File: src/rtl/sph_pkg.sv
// ----------------------------------------------------------------------------
// Scaled pixel histogram package
// Types, constants and codes shared by the histogram front end, queue and
// back end.
// ----------------------------------------------------------------------------
package sph_pkg;

   // Default sizing of the counter table.
   localparam int MAX_BINS_DEFAULT    = 256;
   localparam int COUNT_WIDTH_DEFAULT = 32;

   // Largest table the design supports, and the bin field width that covers it.
   localparam int MAX_BINS_LIMIT = 4096;
   localparam int BIN_FIELD_W    = $clog2(MAX_BINS_LIMIT);

   // Configuration register widths, reset values and indexes.
   localparam int RANGE_MAX_W = 17;
   localparam int BIN_COUNT_W = 9;
   localparam int CSR_INDEX_W = 1;
   localparam int CSR_DATA_W  = 17;

   localparam logic [RANGE_MAX_W-1:0] RANGE_MAX_RESET = 17'd256;
   localparam logic [BIN_COUNT_W-1:0] BIN_COUNT_RESET = 9'd256;

   localparam logic [CSR_INDEX_W-1:0] CSR_RANGE_MAX = 1'b0;
   localparam logic [CSR_INDEX_W-1:0] CSR_BIN_COUNT = 1'b1;

   // Payload field widths.
   localparam int OPERATION_W   = 2;
   localparam int PIXEL_W       = 8;
   localparam int READ_BIN_W    = 8;
   localparam int COUNT_VALUE_W = 32;
   localparam int BIN_INDEX_W   = 8;

   // Operation codes.
   localparam logic [OPERATION_W-1:0] OP_COUNT      = 2'd0;
   localparam logic [OPERATION_W-1:0] OP_READ       = 2'd1;
   localparam logic [OPERATION_W-1:0] OP_READ_CLEAR = 2'd2;

   // Scaling divider: the dividend pixel * bin_count fits in 17 bits.
   localparam int DIV_W      = PIXEL_W + BIN_COUNT_W;
   localparam int DIV_STEPS  = DIV_W;
   localparam int DIV_STEP_W = $clog2(DIV_STEPS);

   // Command queue between front and back end.
   localparam int QUEUE_DEPTH = 2;

   typedef enum logic [2:0] {
      CMD_COUNT,
      CMD_READ,
      CMD_READ_CLEAR,
      CMD_REJECT,
      CMD_NOP
   } cmd_kind_type;

   typedef struct packed {
      cmd_kind_type            kind;
      logic [BIN_FIELD_W-1:0]  bin;
      logic                    done;
   } cmd_type;

   typedef struct packed {
      logic full;
      logic empty;
   } queue_status_type;

   typedef enum logic [1:0] {
      FR_IDLE,
      FR_DIVIDE,
      FR_PUSH
   } front_state_type;

   typedef enum logic [1:0] {
      BK_CLEAR,
      BK_IDLE,
      BK_UPDATE
   } back_state_type;

endpackage

File: src/rtl/sph_queue.sv
// ----------------------------------------------------------------------------
// Command queue
// Short FIFO that decouples the classifying front end from the table update.
// ----------------------------------------------------------------------------
module sph_queue (
   input  logic                      clock,
   input  logic                      reset,
   input  logic                      push,
   input  sph_pkg::cmd_type          push_data,
   input  logic                      pop,
   output sph_pkg::cmd_type          head,
   output sph_pkg::queue_status_type status
);

   localparam int DEPTH  = sph_pkg::QUEUE_DEPTH;
   localparam int PTR_W  = (DEPTH > 1) ? $clog2(DEPTH) : 1;
   localparam int CNT_W  = $clog2(DEPTH + 1);

   sph_pkg::cmd_type  entries_ff [DEPTH];
   logic [PTR_W-1:0]  wr_ptr_ff, wr_ptr_in;
   logic [PTR_W-1:0]  rd_ptr_ff, rd_ptr_in;
   logic [CNT_W-1:0]  count_ff, count_in;

   always_comb begin
      wr_ptr_in = wr_ptr_ff;
      rd_ptr_in = rd_ptr_ff;
      count_in  = count_ff;
      if (push) begin
         wr_ptr_in = (wr_ptr_ff == PTR_W'(DEPTH - 1)) ? '0 : wr_ptr_ff + 1'b1;
      end
      if (pop) begin
         rd_ptr_in = (rd_ptr_ff == PTR_W'(DEPTH - 1)) ? '0 : rd_ptr_ff + 1'b1;
      end
      if (push && !pop) begin
         count_in = count_ff + 1'b1;
      end else if (pop && !push) begin
         count_in = count_ff - 1'b1;
      end
   end

   always_ff @(posedge clock) begin
      if (reset) begin
         wr_ptr_ff <= '0;
         rd_ptr_ff <= '0;
         count_ff  <= '0;
      end else begin
         wr_ptr_ff <= wr_ptr_in;
         rd_ptr_ff <= rd_ptr_in;
         count_ff  <= count_in;
      end
   end

   always_ff @(posedge clock) begin
      if (push) begin
         entries_ff[wr_ptr_ff] <= push_data;
      end
   end

   assign head         = entries_ff[rd_ptr_ff];
   assign status.full  = (count_ff == CNT_W'(DEPTH));
   assign status.empty = (count_ff == '0);

endmodule

File: config.mk
export PLATFORM = sky130hd
export DESIGN_NAME = sph_queue
export DESIGN_NICKNAME = d
export VERILOG_FILES = /design/src/rtl/sph_pkg.sv /design/src/rtl/sph_queue.sv
export SDC_FILE = /design/constraint.sdc
export NUM_CORES = 1
export LEC_CHECK = 0
export ABC_AREA = 1
export ABC_CLOCK_PERIOD_IN_PS = 2250
export BUFFER_PORTS_ARGS = -buffer_cell sky130_fd_sc_hd__buf_4
export CORE_MARGIN = 2
export CORE_UTILIZATION = 50
export CTS_CLUSTER_DIAMETER = 40
export DETAILED_ROUTE_END_ITERATION = 6
export PLACE_DENSITY_LB_ADDON = 0.15
export SLEW_MARGIN = 20
export SYNTH_ARGS = -nofsm -noshare
export SYNTH_HDL_FRONTEND = slang
export SYNTH_SLANG_ARGS = --single-unit
export TNS_END_PERCENT = 1
File: constraint.sdc
create_clock -name clock -period 2.25 [get_ports clock]
set_input_delay 0.3375 -clock clock [delete_from_list [all_inputs] [get_ports clock]]
set_output_delay 0.3375 -clock clock [all_outputs]
set_load 0.01 [all_outputs]
## Yosys cells after proc, flatten, opt, wreduce, memory -nomap -nowiden

Memories as Yosys holds them, arrays and structs flattened. A register that Yosys moved wholly into a read port is not among the register bits.
Cells that the tools add are included.

| cells by class | value |
|---|---|
| equal/unequal tests | 1 |
| reduce and logical (&&, ||, !) cells | 6 |
| add/sub/neg operators | 4 |
| mux-type cells | 8 |

Operators by type and width:

| cell | number |
|---|---|
| 2-to-1 mux 1 bit | 6 |
| 2-to-1 mux 2 bit | 2 |
| adder 1 bit (second input constant) | 2 |
| adder 2 x 1 -> 2 bit (second input constant) | 1 |
| == test 2 bit (second input constant) | 1 |
| logical AND 1 bit | 2 |
| logical NOT 1 bit | 2 |
| logical NOT 2 bit | 1 |
| nonzero test 2 bit | 1 |
| subtractor 2 x 1 -> 2 bit (second input constant) | 1 |

| storage, ports and cells | value |
|---|---|
| flip-flop bits (word level) | 4 |
| logic and storage cells | 23 |
| output and inout bits | 18 |
| memory bits (writable) | 32 |
| bits of input ports | 20 |
| memories | 1 |

Memories:

| memory | depth | width | read ports | clocked after Yosys merged registers in | wr ports | line | RTL |
|---|---|---|---|---|---|---|---|
| entries_ff | 2 | 16 | 1 | 1 | 1 | sph_queue.sv:19 | `sph_pkg::cmd_type entries_ff [DEPTH];` |

## Logic depth before layout (Yosys ltp)

| depth | value |
|---|---|
| depth in word-level cells | 4 |
| mapped depth | 8 |
| mapped depth without buffers | 8 |

## Worst setup path after synthesis

No wires, ideal clock.

| timing path | value |
|---|---|
| kind | input-to-reg |
| start point | in push |
| end point | mem entries_ff[0][0] (netlist name) (enable) |
| arrival | 1.059 ns |
| path slack | 0.802 ns |
| stages | 2 |
| data required time | 1.861 ns |
| library setup time | 0.389 ns |
| path buffers | 0 |
| cells stage by stage | inv_1 -> nor2_1 |

| on the way | value |
|---|---|
| word-level cells in the longest chain between the ends | 2 |

RTL lines:

| element | line | RTL |
|---|---|---|
| start, declared | sph_queue.sv:8 | `input logic push,` |
| 2-to-1 mux 1 bit | sph_queue.sv:54 | `if (push) begin` |
| 2-to-1 mux 1 bit (not written as such) | sph_queue.sv:55 | `entries_ff[wr_ptr_ff] <= push_data;` |
| end, declared | sph_queue.sv:19 |  |

No other way between the ends.

==> qor.csv <==
metric,value,unit
io_buffers,37,
drc_errors,0,
dpl_worst_slack,0.8353,ns
startpoint_type,register,
power_switching_share,20.99,%
finalCriticalPeriod,1.758,ns
fp.dieW,57.60,um
required,1.91,ns
finalNetCount,148,
fin_area,0.001812,sq mm
place_area,0.001737,sq mm
synthFlopType,edfxtp_1,
cp_max_fo,16,
grt_pass1_wl,3353,um
fin_tns_setup,0,ns
synth_edf_count,32,
drtPass1Iterations,4,
clock_latency,0.34,ns
syn_inst,83,
max_freq,568.8,MHz
coreArea,0.002734,sq mm
worst_slew_pin_slew,0.6510,ns
status,finished clean,
finalCritPeriodShare,78.14,%
initial_core_util,52.54,%
grt_setup_unrepaired,no,
p_comb_share,14.4,%
cts_sinks,37,
cts_setup_buffers,0,
powerDensity,794.5,mW/mm^2
min_path_type,in2reg,
routedWlPerCell,13.40,um
final_common_cell,buf_4,
place_congestion,0.6382,
viasPerCell,4.931,
grtUsageTotal,14.57,%
grt_overflow_total,0,
cts.clk_slew.worst_paths,0.10,ns
drt-initial-drc-count,17,
ir_drop,642.2,uV
hold_viol_final,0,
grt_max_degree,18,
fillers,201,
r2r_setup_slack,0.98,ns
antenna_cells,0,
worstSetupPathType,reg2out,
ys_seq_area_share,73.87,%
seq_power_share,55.7,%
cts_tree,done,
whs_path_depth,2,
drv_cap,0,
avgSynthCellArea,17.31,sq um
synth.ff_latch_count,37,
syn_area,0.001436,sq mm
finalMaxSlewViolations,0,
antenna_found_initial,0,
io_pins,38,
r2r_cells,2,
postRouteAntennaNets,0,
total_power,1439,uW
layout_common_cells,"buf_4, edfxtp_1, mux2_4",
setup_viol,0,
power_switching,302.1,uW
worst-endpoint-arrival,1.42,ns
layout_setup_ws,0.4918,ns
async_reset_ff_share,0,%
h-tree-depth,2,
rows,19,
power.clock.fraction,29.9,%
cts_resized,0,
hpwl,1470,um
synth_nets,104,
relSlewSlack,56.55,%
layout-drive-gt1-share,47.66,%
intPower,1137,uW
cts_max_path_buffers,2,
synth_warnings,0,
die_area,0.003318,sq mm
clock_skew,0.007462,ns
end_kind,primary output,
worst_r2r_endpoint,entries_ff[1][11]$_DFFE_PP_,
synth.distinct_cells,16,
leakage,0.0007550,uW
cts_buffers,5,
endpoint,head[0],
r2r_start,wr_ptr_ff$_SDFFE_PP0P_,
cts_hold_buf,0,
syn_to_final_growth,26.13,%
grt_pass1_vias,808,
wl,2131,um
die_h,57.60,um
vias,784,
clock-root-buffer,clkbuf_4,
[worst min-delay path by stage]
| stage | start | endpoint | slack [ns] |
|---|---|---|---|
| global route | reset | rd_ptr_ff$_SDFFE_PP0P_ | 0.15 |
| finish | reset | rd_ptr_ff$_SDFFE_PP0P_ | 0.18 |
| detailed placement | rd_ptr_ff$_SDFFE_PP0P_ | rd_ptr_ff$_SDFFE_PP0P_ | 0.51 |
| CTS | reset | rd_ptr_ff$_SDFFE_PP0P_ | 0.16 |
| global placement | wr_ptr_ff$_SDFFE_PP0P_ | wr_ptr_ff$_SDFFE_PP0P_ | 0.50 |
| floorplan | reset | register | 0.41 |
[power by group through the flow]
stage / sequential, uW / combinational (uW) / clock (uW)
2_1_floorplan: 814 / 123 / 0
3_3_place_gp: 815 / 207 / 0
3_5_place_dp: 818 / 211 / 0
4_1_cts: 802 / 211 / 443
5_1_grt: 806 / 227 / 470
6_report: 802 / 207 / 430
[worst max-delay path, cell delays in order, from the launching register on]
cell and delay [ns]:
dfxtp_1 0.32, buf_4 0.26, mux2_2 0.37, buf_4 0.14
[synthesized netlist by cell type, types with 5 or more instances]
cell type  count  area (sq um)
mux2_2         6         67.56
nand2_1        5         18.77
mux2_4        10         150.1
edfxtp_1      32         960.9
dfxtp_1        5         100.1
nor2_1         7         26.28
inv_1          9         33.78
[layer usage]
layer  wire length, um  up-vias  global-route usage (%)
li1                  -      385                       -
met1               782      371                   13.65
met2              1157       23                   25.97
met3               150        5                   5.215
met4                41        0                   9.967
met5                 0        -                       0
[stage by stage]
| stage | hold WS, ns | std cells | utilization (%) |
|---|---|---|---|
| 2_1_floorplan | 0.4099 | 83 | - |
| 6_report | 0.1771 | 159 | 66.27 |
| 3_3_place_gp | 0.5025 | 151 | 63.52 |
| 3_5_place_dp | 0.5081 | 151 | 63.52 |
| 4_1_cts | 0.1593 | 159 | 66.27 |
| 5_1_grt | 0.1472 | 159 | 66.27 |
[area by class of cell]
type	instances	area (sq um)	area share, %
flip-flops and latches	37	1061	58.56
multi-input cells	35	310.3	17.13
repair buffers	39	292.8	16.16
clock buffers	6	41.29	2.279
well taps	31	38.79	2.141
clock inverters	2	33.78	1.865
inverters	9	33.78	1.865
[kinds of logic after synthesis]
group / Yosys count / share of synthesized area (%)
DFF: 37 / 73.87
adders and majority gates: 1 / 0.8709
xor gates and xnor gates: 1 / 0.6099
and+or+nand+nor: 15 / 4.268
buffers and inverters: 11 / 4.529
muxes: 16 / 15.16
AOI/OAI and AO/OA: 2 / 0.6962
[flip-flops by register name, summed over array words and instances, names as in the netlist, named ones only]
register / cells
entries_ff: 32
rd_ptr_ff: 1
count_ff: 2
wr_ptr_ff: 1
Power figures use the tool's default switching activity.
