[src/rtl/sph_pkg.sv]
// ----------------------------------------------------------------------------
// Scaled pixel histogram package
// Types, constants and codes shared by the histogram front end, queue and
// back end.
// ----------------------------------------------------------------------------
package sph_pkg;

   // Default sizing of the counter table.
   localparam int MAX_BINS_DEFAULT    = 256;
   localparam int COUNT_WIDTH_DEFAULT = 32;

   // Largest table the design supports, and the bin field width that covers it.
   localparam int MAX_BINS_LIMIT = 4096;
   localparam int BIN_FIELD_W    = $clog2(MAX_BINS_LIMIT);

   // Configuration register widths, reset values and indexes.
   localparam int RANGE_MAX_W = 17;
   localparam int BIN_COUNT_W = 9;
   localparam int CSR_INDEX_W = 1;
   localparam int CSR_DATA_W  = 17;

   localparam logic [RANGE_MAX_W-1:0] RANGE_MAX_RESET = 17'd256;
   localparam logic [BIN_COUNT_W-1:0] BIN_COUNT_RESET = 9'd256;

   localparam logic [CSR_INDEX_W-1:0] CSR_RANGE_MAX = 1'b0;
   localparam logic [CSR_INDEX_W-1:0] CSR_BIN_COUNT = 1'b1;

   // Payload field widths.
   localparam int OPERATION_W   = 2;
   localparam int PIXEL_W       = 8;
   localparam int READ_BIN_W    = 8;
   localparam int COUNT_VALUE_W = 32;
   localparam int BIN_INDEX_W   = 8;

   // Operation codes.
   localparam logic [OPERATION_W-1:0] OP_COUNT      = 2'd0;
   localparam logic [OPERATION_W-1:0] OP_READ       = 2'd1;
   localparam logic [OPERATION_W-1:0] OP_READ_CLEAR = 2'd2;

   // Scaling divider: the dividend pixel * bin_count fits in 17 bits.
   localparam int DIV_W      = PIXEL_W + BIN_COUNT_W;
   localparam int DIV_STEPS  = DIV_W;
   localparam int DIV_STEP_W = $clog2(DIV_STEPS);

   // Command queue between front and back end.
   localparam int QUEUE_DEPTH = 2;

   typedef enum logic [2:0] {
      CMD_COUNT,
      CMD_READ,
      CMD_READ_CLEAR,
      CMD_REJECT,
      CMD_NOP
   } cmd_kind_type;

   typedef struct packed {
      cmd_kind_type            kind;
      logic [BIN_FIELD_W-1:0]  bin;
      logic                    done;
   } cmd_type;

   typedef struct packed {
      logic full;
      logic empty;
   } queue_status_type;

   typedef enum logic [1:0] {
      FR_IDLE,
      FR_DIVIDE,
      FR_PUSH
   } front_state_type;

   typedef enum logic [1:0] {
      BK_CLEAR,
      BK_IDLE,
      BK_UPDATE
   } back_state_type;

endpackage

[src/rtl/sph_front.sv]
// ----------------------------------------------------------------------------
// Histogram front end
// Accepts items, works out the bin of a pixel with a bit-serial divider and
// queues one command per item for the back end.
// ----------------------------------------------------------------------------
module sph_front #(
   parameter int MAX_BINS = sph_pkg::MAX_BINS_DEFAULT
) (
   input  logic                                clock,
   input  logic                                reset,
   input  logic                                req_valid,
   output logic                                req_stall,
   input  logic [sph_pkg::OPERATION_W-1:0]     req_operation,
   input  logic [sph_pkg::PIXEL_W-1:0]         req_pixel,
   input  logic [sph_pkg::READ_BIN_W-1:0]      req_read_bin,
   input  logic                                req_last_pixel,
   input  logic [sph_pkg::RANGE_MAX_W-1:0]     range_max,
   input  logic [sph_pkg::BIN_COUNT_W-1:0]     bin_count,
   input  logic                                hold_off,
   input  sph_pkg::queue_status_type           q_status,
   output logic                                q_push,
   output sph_pkg::cmd_type                    q_data
);

   localparam int DIV_W  = sph_pkg::DIV_W;
   localparam int STEP_W = sph_pkg::DIV_STEP_W;
   localparam logic [STEP_W-1:0] STEP_LAST = STEP_W'(sph_pkg::DIV_STEPS - 1);
   localparam logic [DIV_W-1:0]  MAX_BINS_Q = DIV_W'(MAX_BINS);

   sph_pkg::front_state_type state_ff, state_in;
   logic [DIV_W-1:0]         rem_ff, rem_in;
   logic [DIV_W-1:0]         quo_ff, quo_in;
   logic [STEP_W-1:0]        step_ff, step_in;
   logic                     done_ff, done_in;

   logic                     accept;
   logic [DIV_W:0]           shifted;
   logic [DIV_W:0]           divisor;

   // One quotient bit per cycle: the dividend shifts out of the top of the
   // quotient register while quotient bits shift in at the bottom.
   assign shifted = {rem_ff, quo_ff[DIV_W-1]};
   assign divisor = {1'b0, range_max};

   always_comb begin
      state_in  = state_ff;
      rem_in    = rem_ff;
      quo_in    = quo_ff;
      step_in   = step_ff;
      done_in   = done_ff;
      q_push    = 1'b0;
      q_data.kind = sph_pkg::CMD_NOP;
      q_data.bin  = '0;
      q_data.done = req_last_pixel;
      req_stall = (state_ff != sph_pkg::FR_IDLE) || q_status.full || hold_off;
      accept    = req_valid && !req_stall;

      case (state_ff)
         sph_pkg::FR_IDLE: begin
            if (accept) begin
               case (req_operation)
                  sph_pkg::OP_COUNT: begin
                     if (range_max != '0) begin
                        quo_in   = DIV_W'({{sph_pkg::BIN_COUNT_W{1'b0}}, req_pixel}
                                          * {{sph_pkg::PIXEL_W{1'b0}}, bin_count});
                        rem_in   = '0;
                        step_in  = '0;
                        done_in  = req_last_pixel;
                        state_in = sph_pkg::FR_DIVIDE;
                     end else begin
                        q_data.kind = sph_pkg::CMD_REJECT;
                        q_push      = 1'b1;
                     end
                  end
                  sph_pkg::OP_READ, sph_pkg::OP_READ_CLEAR: begin
                     if (int'(req_read_bin) < MAX_BINS) begin
                        q_data.kind = (req_operation == sph_pkg::OP_READ) ?
                                      sph_pkg::CMD_READ : sph_pkg::CMD_READ_CLEAR;
                        q_data.bin  = sph_pkg::BIN_FIELD_W'(req_read_bin);
                     end else begin
                        q_data.kind = sph_pkg::CMD_REJECT;
                     end
                     q_push = 1'b1;
                  end
                  default: begin
                     q_data.kind = sph_pkg::CMD_NOP;
                     q_push      = 1'b1;
                  end
               endcase
            end
         end
         sph_pkg::FR_DIVIDE: begin
            if (shifted >= divisor) begin
               rem_in = DIV_W'(shifted - divisor);
               quo_in = {quo_ff[DIV_W-2:0], 1'b1};
            end else begin
               rem_in = shifted[DIV_W-1:0];
               quo_in = {quo_ff[DIV_W-2:0], 1'b0};
            end
            step_in = step_ff + 1'b1;
            if (step_ff == STEP_LAST) begin
               state_in = sph_pkg::FR_PUSH;
            end
         end
         sph_pkg::FR_PUSH: begin
            q_data.done = done_ff;
            if (quo_ff >= DIV_W'(bin_count) || quo_ff >= MAX_BINS_Q) begin
               q_data.kind = sph_pkg::CMD_REJECT;
            end else begin
               q_data.kind = sph_pkg::CMD_COUNT;
               q_data.bin  = quo_ff[sph_pkg::BIN_FIELD_W-1:0];
            end
            if (!q_status.full) begin
               q_push   = 1'b1;
               state_in = sph_pkg::FR_IDLE;
            end
         end
         default: begin
            state_in = sph_pkg::FR_IDLE;
         end
      endcase
   end

   always_ff @(posedge clock) begin
      if (reset) begin
         state_ff <= sph_pkg::FR_IDLE;
      end else begin
         state_ff <= state_in;
      end
   end

   always_ff @(posedge clock) begin
      rem_ff  <= rem_in;
      quo_ff  <= quo_in;
      step_ff <= step_in;
      done_ff <= done_in;
   end

endmodule

[config.mk]
export PLATFORM = sky130hd
export DESIGN_NAME = sph_front
export DESIGN_NICKNAME = d
export VERILOG_FILES = /design/src/rtl/sph_pkg.sv /design/src/rtl/sph_front.sv
export SDC_FILE = /design/constraint.sdc
export NUM_CORES = 1
export LEC_CHECK = 0
export BUFFER_PORTS_ARGS = -buffer_cell sky130_fd_sc_hd__buf_2
export CORE_UTILIZATION = 58
export DETAILED_ROUTE_END_ITERATION = 8
export PLACE_DENSITY_LB_ADDON = 0.12
export SLEW_MARGIN = 20
export SYNTH_ARGS = -nofsm -noshare
export SYNTH_HDL_FRONTEND = slang
export SYNTH_SLANG_ARGS = --single-unit
[constraint.sdc]
create_clock -name clock -period 11 [get_ports clock]
set_clock_uncertainty 0.1 [all_clocks]
set_input_delay 1.65 -clock clock [delete_from_list [all_inputs] [get_ports clock]]
set_output_delay 1.65 -clock clock [all_outputs]
set_load 0.02 [all_outputs]
**After elaboration in Yosys (flattened, before gate mapping)**

Cells that the tools add are included.

- Register bits: 42
- Latch bits: 0
- Bits in writable memories: 0
- Bits in read-only memories: 0
- Output and inout port bits: 18
- Logic and storage cells: 69
- Memories: 0

- Add/sub/neg operators: 2
- Multipliers: 1
- Div/mod/pow operators: 0
- $lt $le $gt $ge: 3
- Equal/unequal tests: 10
- Shift-type cells: 0
- Multiplexer cells: 34
- Bitwise logic cells: 0
- Reductions and logical operators: 14

Operators by type and width:

| operator | count |
|---|---|
| 17-bit 2-to-1 mux | 7 |
| 17-bit one-hot mux with 2 select lines | 2 |
| 15-bit one-hot mux with 2 select lines | 1 |
| 18-bit by 17-bit greater-or-equal comparator with 1-bit output | 1 |
| 17-bit by 9-bit greater-or-equal comparator with 1-bit output | 1 |
| 17-bit by 9-bit greater-or-equal comparator with 1-bit output, second input constant | 1 |
| 8-bit by 9-bit multiplier with 17-bit output | 1 |
| 17-bit nonzero test | 1 |
| 17-bit subtractor | 1 |
| 15-bit 2-to-1 mux | 1 |
| 5-bit 2-to-1 mux | 3 |
| 2-bit 2-to-1 mux | 7 |
| 12-bit 2-to-1 mux | 1 |
| 5-bit one-hot mux with 2 select lines | 1 |
| 8-bit 2-to-1 mux | 1 |
| 2-bit inequality test, second input constant | 4 |
| 4-bit AND reduction | 2 |
| 1-bit 2-to-1 mux | 6 |
| 2-bit one-hot mux with 3 select lines | 1 |
| 3-bit one-hot mux with 2 select lines | 1 |
| 5-bit by 1-bit adder with 5-bit output, second input constant | 1 |
| 5-bit equality test, second input constant | 1 |
| 5-bit AND reduction | 1 |
| 2-bit by 1-bit equality test with 1-bit output, second input constant | 2 |
| other kinds (10) | 15 |

**Longest topological paths before layout**

- Depth after elaboration: 7
- Mapped depth: 17
- Gate-level depth less buffers: 17

**Worst setup path after synthesis**

OpenSTA, ideal clock, no wires.

- Path kind: input to register
- Start: in bin_count[2] in the netlist's numbering
- End: reg quo_ff[16] (data pin)
- Setup time: 264 ps
- Data arrival time: 5,458 ps
- Data required time: 10,636 ps
- Path slack: 5,178 ps
- Stages on the path: 14
- Cells stage by stage: and2_1 -> fa_1 -> fa_1 -> fa_1 -> inv_1 -> fa_1 -> inv_1 -> ha_1 -> a211o_1 -> o311a_1 -> a31oi_1 -> o2bb2ai_1 -> xnor2_1 -> o21ai_1

- Word-level cells in the longest chain between the ends: 5

RTL lines:

| what | RTL line | RTL |
|---|---|---|
| start: declaration | sph_front.sv:18 | `input logic [sph_pkg::BIN_COUNT_W-1:0] bin_count,` |
| 8-bit by 9-bit multiplier with 17-bit output | sph_front.sv:65 | `* {{sph_pkg::PIXEL_W{1'b0}}, bin_count});` |
| 17-bit 2-to-1 mux | sph_front.sv:63 | `if (range_max != '0) begin` |
| 17-bit 2-to-1 mux | sph_front.sv:61 | `case (req_operation)` |
| 17-bit 2-to-1 mux | sph_front.sv:60 | `if (accept) begin` |
| 17-bit one-hot mux with 2 select lines | sph_front.sv:58 | `case (state_ff)` |
| via quo_in[16] | sph_front.sv:32 | `logic [DIV_W-1:0] quo_ff, quo_in;` |
| end signal: assignment | sph_front.sv:134 | `quo_ff <= quo_in;` |
| end: declaration | sph_front.sv:32 |  |

The timed path passes the listed nets, and every way through them passes these cells. The select of a mux whose other input is x is not followed.
A chain may end at the register's enable or synchronous reset.

**Worst setup path in the final report**

Ends and elaborated chain as after synthesis.

==> qor.csv <==
stage;metric;value;unit
power;share_clk_of_total_power;16.1;%
place;io_buffers;63;
global_routing;grt_first_pass_wirelength;19460;microns
flow_run;maxcap_violations;0;
critical_path;rr_worst_depth;11;
power;comb_power_share;56.5;%
drt;detail_route.drc_violations;0;
global_routing;track_usage;24.37;%
floorplanning;initial_core_utilization;60.00;%
synth;synth_top_flop_cell;sky130_fd_sc_hd__edfxtp_1;
drt;route.antenna.remaining_nets;0;
hold_path;min_path_type;reg -> reg;
sta;finalHoldWorstSlack;0.4752;ns
floorplanning;area_of_the_core_region;0.009240;sq mm
sta;finalWorstPathRequiredPeriod;5.903;ns
floorplanning;area_of_the_die;0.009954;sq mm
clocking;cts-hold-fix-buffers;0;
drt;drt_first_iter_violations;148;
sta;slew_viol_final;0;
global_routing;first_global_vias;4405;
synth;synthCells;607;
layout;layout_commonest_cell;sky130_fd_sc_hd__inv_1;
clocking;ctsHtreeMaxLevel;2;
synth;post_synth.cell_area_avg;9.134;sq um
clocking;clock_sinks;42;
critical_path;worstSetupEndpoint;quo_ff[16];
layout;post_route_cells_drive_above_1_share;12.56;%
sta;layout_worst_path_cycle_share;53.66;%
critical_path;rr_startpoint;quo_ff[16];
synth;synth_seq_area_share;22.39;%
layout;area_growth;9.953;%
clocking;cts_root_buffer;sky130_fd_sc_hd__clkbuf_8;
global_routing;grt_overflow_total;0;
synth;yosysUniqueCellTypes;58;
sta;hold_viol_final;0;
sta;worst-slew-pin-transition;1.043;ns
floorplanning;height_of_the_die;99.77;microns
drt;detail_route.vias_per_cell;5.460;
sta;worst_slew_margin_rel;30.32;%
power;p_sw;0.0002915;W
clocking;clk_pin_slew;0.07;ns
clocking;clk_path_buf_depth;2;
drt;drt-wirelength-per-cell;14.39;microns
critical_path;timing.critical_path.from_type;primary input;
critical_path;cpMostUsedCell;sky130_fd_sc_hd__fa_1;
critical_path;worst_ep_arrival_time;5.85;ns
critical_path;critical_path_maximum_fanout;9;
power;swShare;39.01;%
global_routing;grt_start_max_net_pins;40;
place;hpwlAfterDp;9297;microns
hold_path;hold-path-cell-count;2;
sta;rsz0062_at_grt;no;
synth;synth-async-reset-ratio;0;%
layout;final_antenna_diode_count;0;
critical_path;critical_path.reg2reg.endpoint;rem_ff[15];
clocking;cts_made_buffers;5;
floorplanning;i_o_pins;69;
layout;num-fill-cells;786;
sta;report.final.setup_viol;0;
synth;register_bit_total_from_synthesis;42;
critical_path;critPathMaxStageDelay;0.54;ns
sta;tns;0;ns
clocking;clock_latency;0.30;ns
power;sequentialPowerShare;27.4;%
critical_path;critical_path_class;in -> reg;
layout;most-common-layout-cells;91 x sky130_fd_sc_hd__inv_1, 66 x sky130_fd_sc_hd__ha_1, 63 x sky130_fd_sc_hd__and2_1, 63 x sky130_fd_sc_hd__buf_2, 49 x sky130_fd_sc_hd__nand2_1;
critical_path;regToRegSetupSlack;7.39;ns
critical_path;worst_ep_required_time;10.94;ns
drt;finalWirelength;11490;microns
synth;summed_instance_area_of_the_synthesized_netlist;0.005544;sq mm
critical_path;slowest_stage;sky130_fd_sc_hd__fa_1;
synth;synth-edff-count;40;
drt;dr_total_vias;4357;
floorplanning;die_outline_width;99.77;microns
floorplanning;row_count;35;
status;status;finished clean;
clocking;post_cts_buffers;0;
critical_path;crit_chain;buf_2, and2_1, fa_1, fa_1, fa_1, inv_1, fa_1, inv_1, ha_1, a211o_1, o311a_1, a31oi_1, o2bb2ai_1, xnor2_1, o21ai_1;
layout;final_nets;829;
synth;ys.warnings.count;0;
sta;max_freq;0.1694;GHz
place;globalplace.congestion;0.8391;
power;leakage;2.894;nW
clocking;cts.repair.resized;0;
power;power.density;122.6;mW/mm^2
drt;detail_route.first_pass.iterations;4;
global_routing;antenna_found_initial;0;
critical_path;setup.worst_path.start;bin_count[2];
power;worst_ir_drop_vdd;51.26;uV
clocking;cts_tree;built;
power;power_report.internal_total;0.0004557;W
critical_path;crit_path_end_kind;flip-flop;
cells in the mapped netlist, drive strengths merged, types with 2 or more instances:
| cell | count | area share [%] |
|---|---|---|
| nand4 | 2 | 0.23 |
| nor4 | 6 | 0.68 |
| o31ai | 3 | 0.41 |
| nand3 | 12 | 1.1 |
| xnor2 | 16 | 2.5 |
| a21o | 8 | 1.1 |
| nor2b | 8 | 0.90 |
| mux2 | 2 | 0.41 |
| a21oi | 21 | 2.0 |
| a22o | 8 | 1.3 |
| o31a | 2 | 0.32 |
| dfxtp | 2 | 0.72 |
| mux2i | 10 | 1.8 |
| ha | 66 | 15 |
| a31oi | 3 | 0.61 |
| o21a | 7 | 0.95 |
| nor3 | 2 | 0.18 |
| o21ai | 35 | 3.2 |
| edfxtp | 40 | 22 |
| nand2b | 7 | 0.79 |
| clkbuf | 7 | 0.47 |
| nand2 | 49 | 3.3 |
| inv | 91 | 6.2 |
| and2 | 63 | 7.1 |
| nor2 | 40 | 2.7 |
| o21bai | 4 | 0.54 |
| a211o | 2 | 0.32 |
| a2111oi | 2 | 0.65 |
| buf | 7 | 1.0 |
| and3 | 2 | 0.23 |
| fa | 43 | 16 |
| a211oi | 7 | 1.1 |
| xor2 | 12 | 1.9 |
cell type report:
cell class                 instances  area (sq um)  area share, %
clock buffer                       5         68.82          1.129
clock inverter                     2         33.78         0.5542
inverter                          91         341.6          5.603
multi-input combinational        463          3899          63.96
sequential                        42          1241          20.36
tap                              129         161.4          2.648
timing repair buffer              66         350.3          5.747
registers in the layout, indices dropped and copies added (netlist names):
signal	flops
done_ff	1
rem_ff	17
state_ff	2
quo_ff	17
step_ff	5
worst min-delay path by stage:
stage	from	end
after detailed placement	quo_ff[9]	quo_ff[10]
after global routing	quo_ff[11]	quo_ff[12]
after floorplan	quo_ff[9]	quo_ff[10]
after CTS	quo_ff[9]	quo_ff[10]
after global placement	quo_ff[9]	quo_ff[10]
final	quo_ff[11]	quo_ff[12]
per-layer routing:
layer	GRT usage, %	routed length, microns
met2	44.88	5862
met1	30.88	5173
met5	0	0
met3	2.159	315
met4	5.882	136
stage by stage:
stage	instance area, sq um	util (%)	instances	power [W]	setup WS (ns)
after floorplan	5555	-	610	0.0005439	5.178
after detailed placement	5973	64.64	790	0.0006271	4.778
after CTS	6076	65.75	797	0.0007491	5.089
final	6096	65.97	798	0.0007472	5.097
after global placement	5973	64.64	790	0.0006135	4.829
after global routing	6096	65.97	798	0.0008185	4.942
cells by family after synthesis:
family	Yosys count	share of synthesized area, %
adders and majority gates	109	30.42
xor gates and xnor gates	28	4.423
other	1	0.06764
DFF	42	22.39
AOI/OAI and AO/OA	113	14.53
muxes	12	2.212
buffers and inverters	105	7.673
and+or+nand+nor	197	18.28
worst max-delay path, delay by kind of cell:
family / cells / cell delay [ns]
AO/OA/AOI/OAI: 5 / 1.19
AND/OR/NAND/NOR: 1 / 0.19
buffers and inverters: 3 / 0.25
XOR/XNOR: 1 / 0.14
adder cells (fa/ha/maj): 5 / 2.41
power by group through the flow:
stage / Clock [W] / Combinational [W] / Sequential, W
finish: 0.000121 / 0.000422 / 0.000205
global route: 0.000126 / 0.000487 / 0.000205
CTS: 0.000122 / 0.000422 / 0.000205
detailed placement: 0 / 0.000419 / 0.000208
global placement: 0 / 0.000405 / 0.000208
floorplan: 0 / 0.000337 / 0.000207
Note: power is estimated with default switching activity, not from simulation.
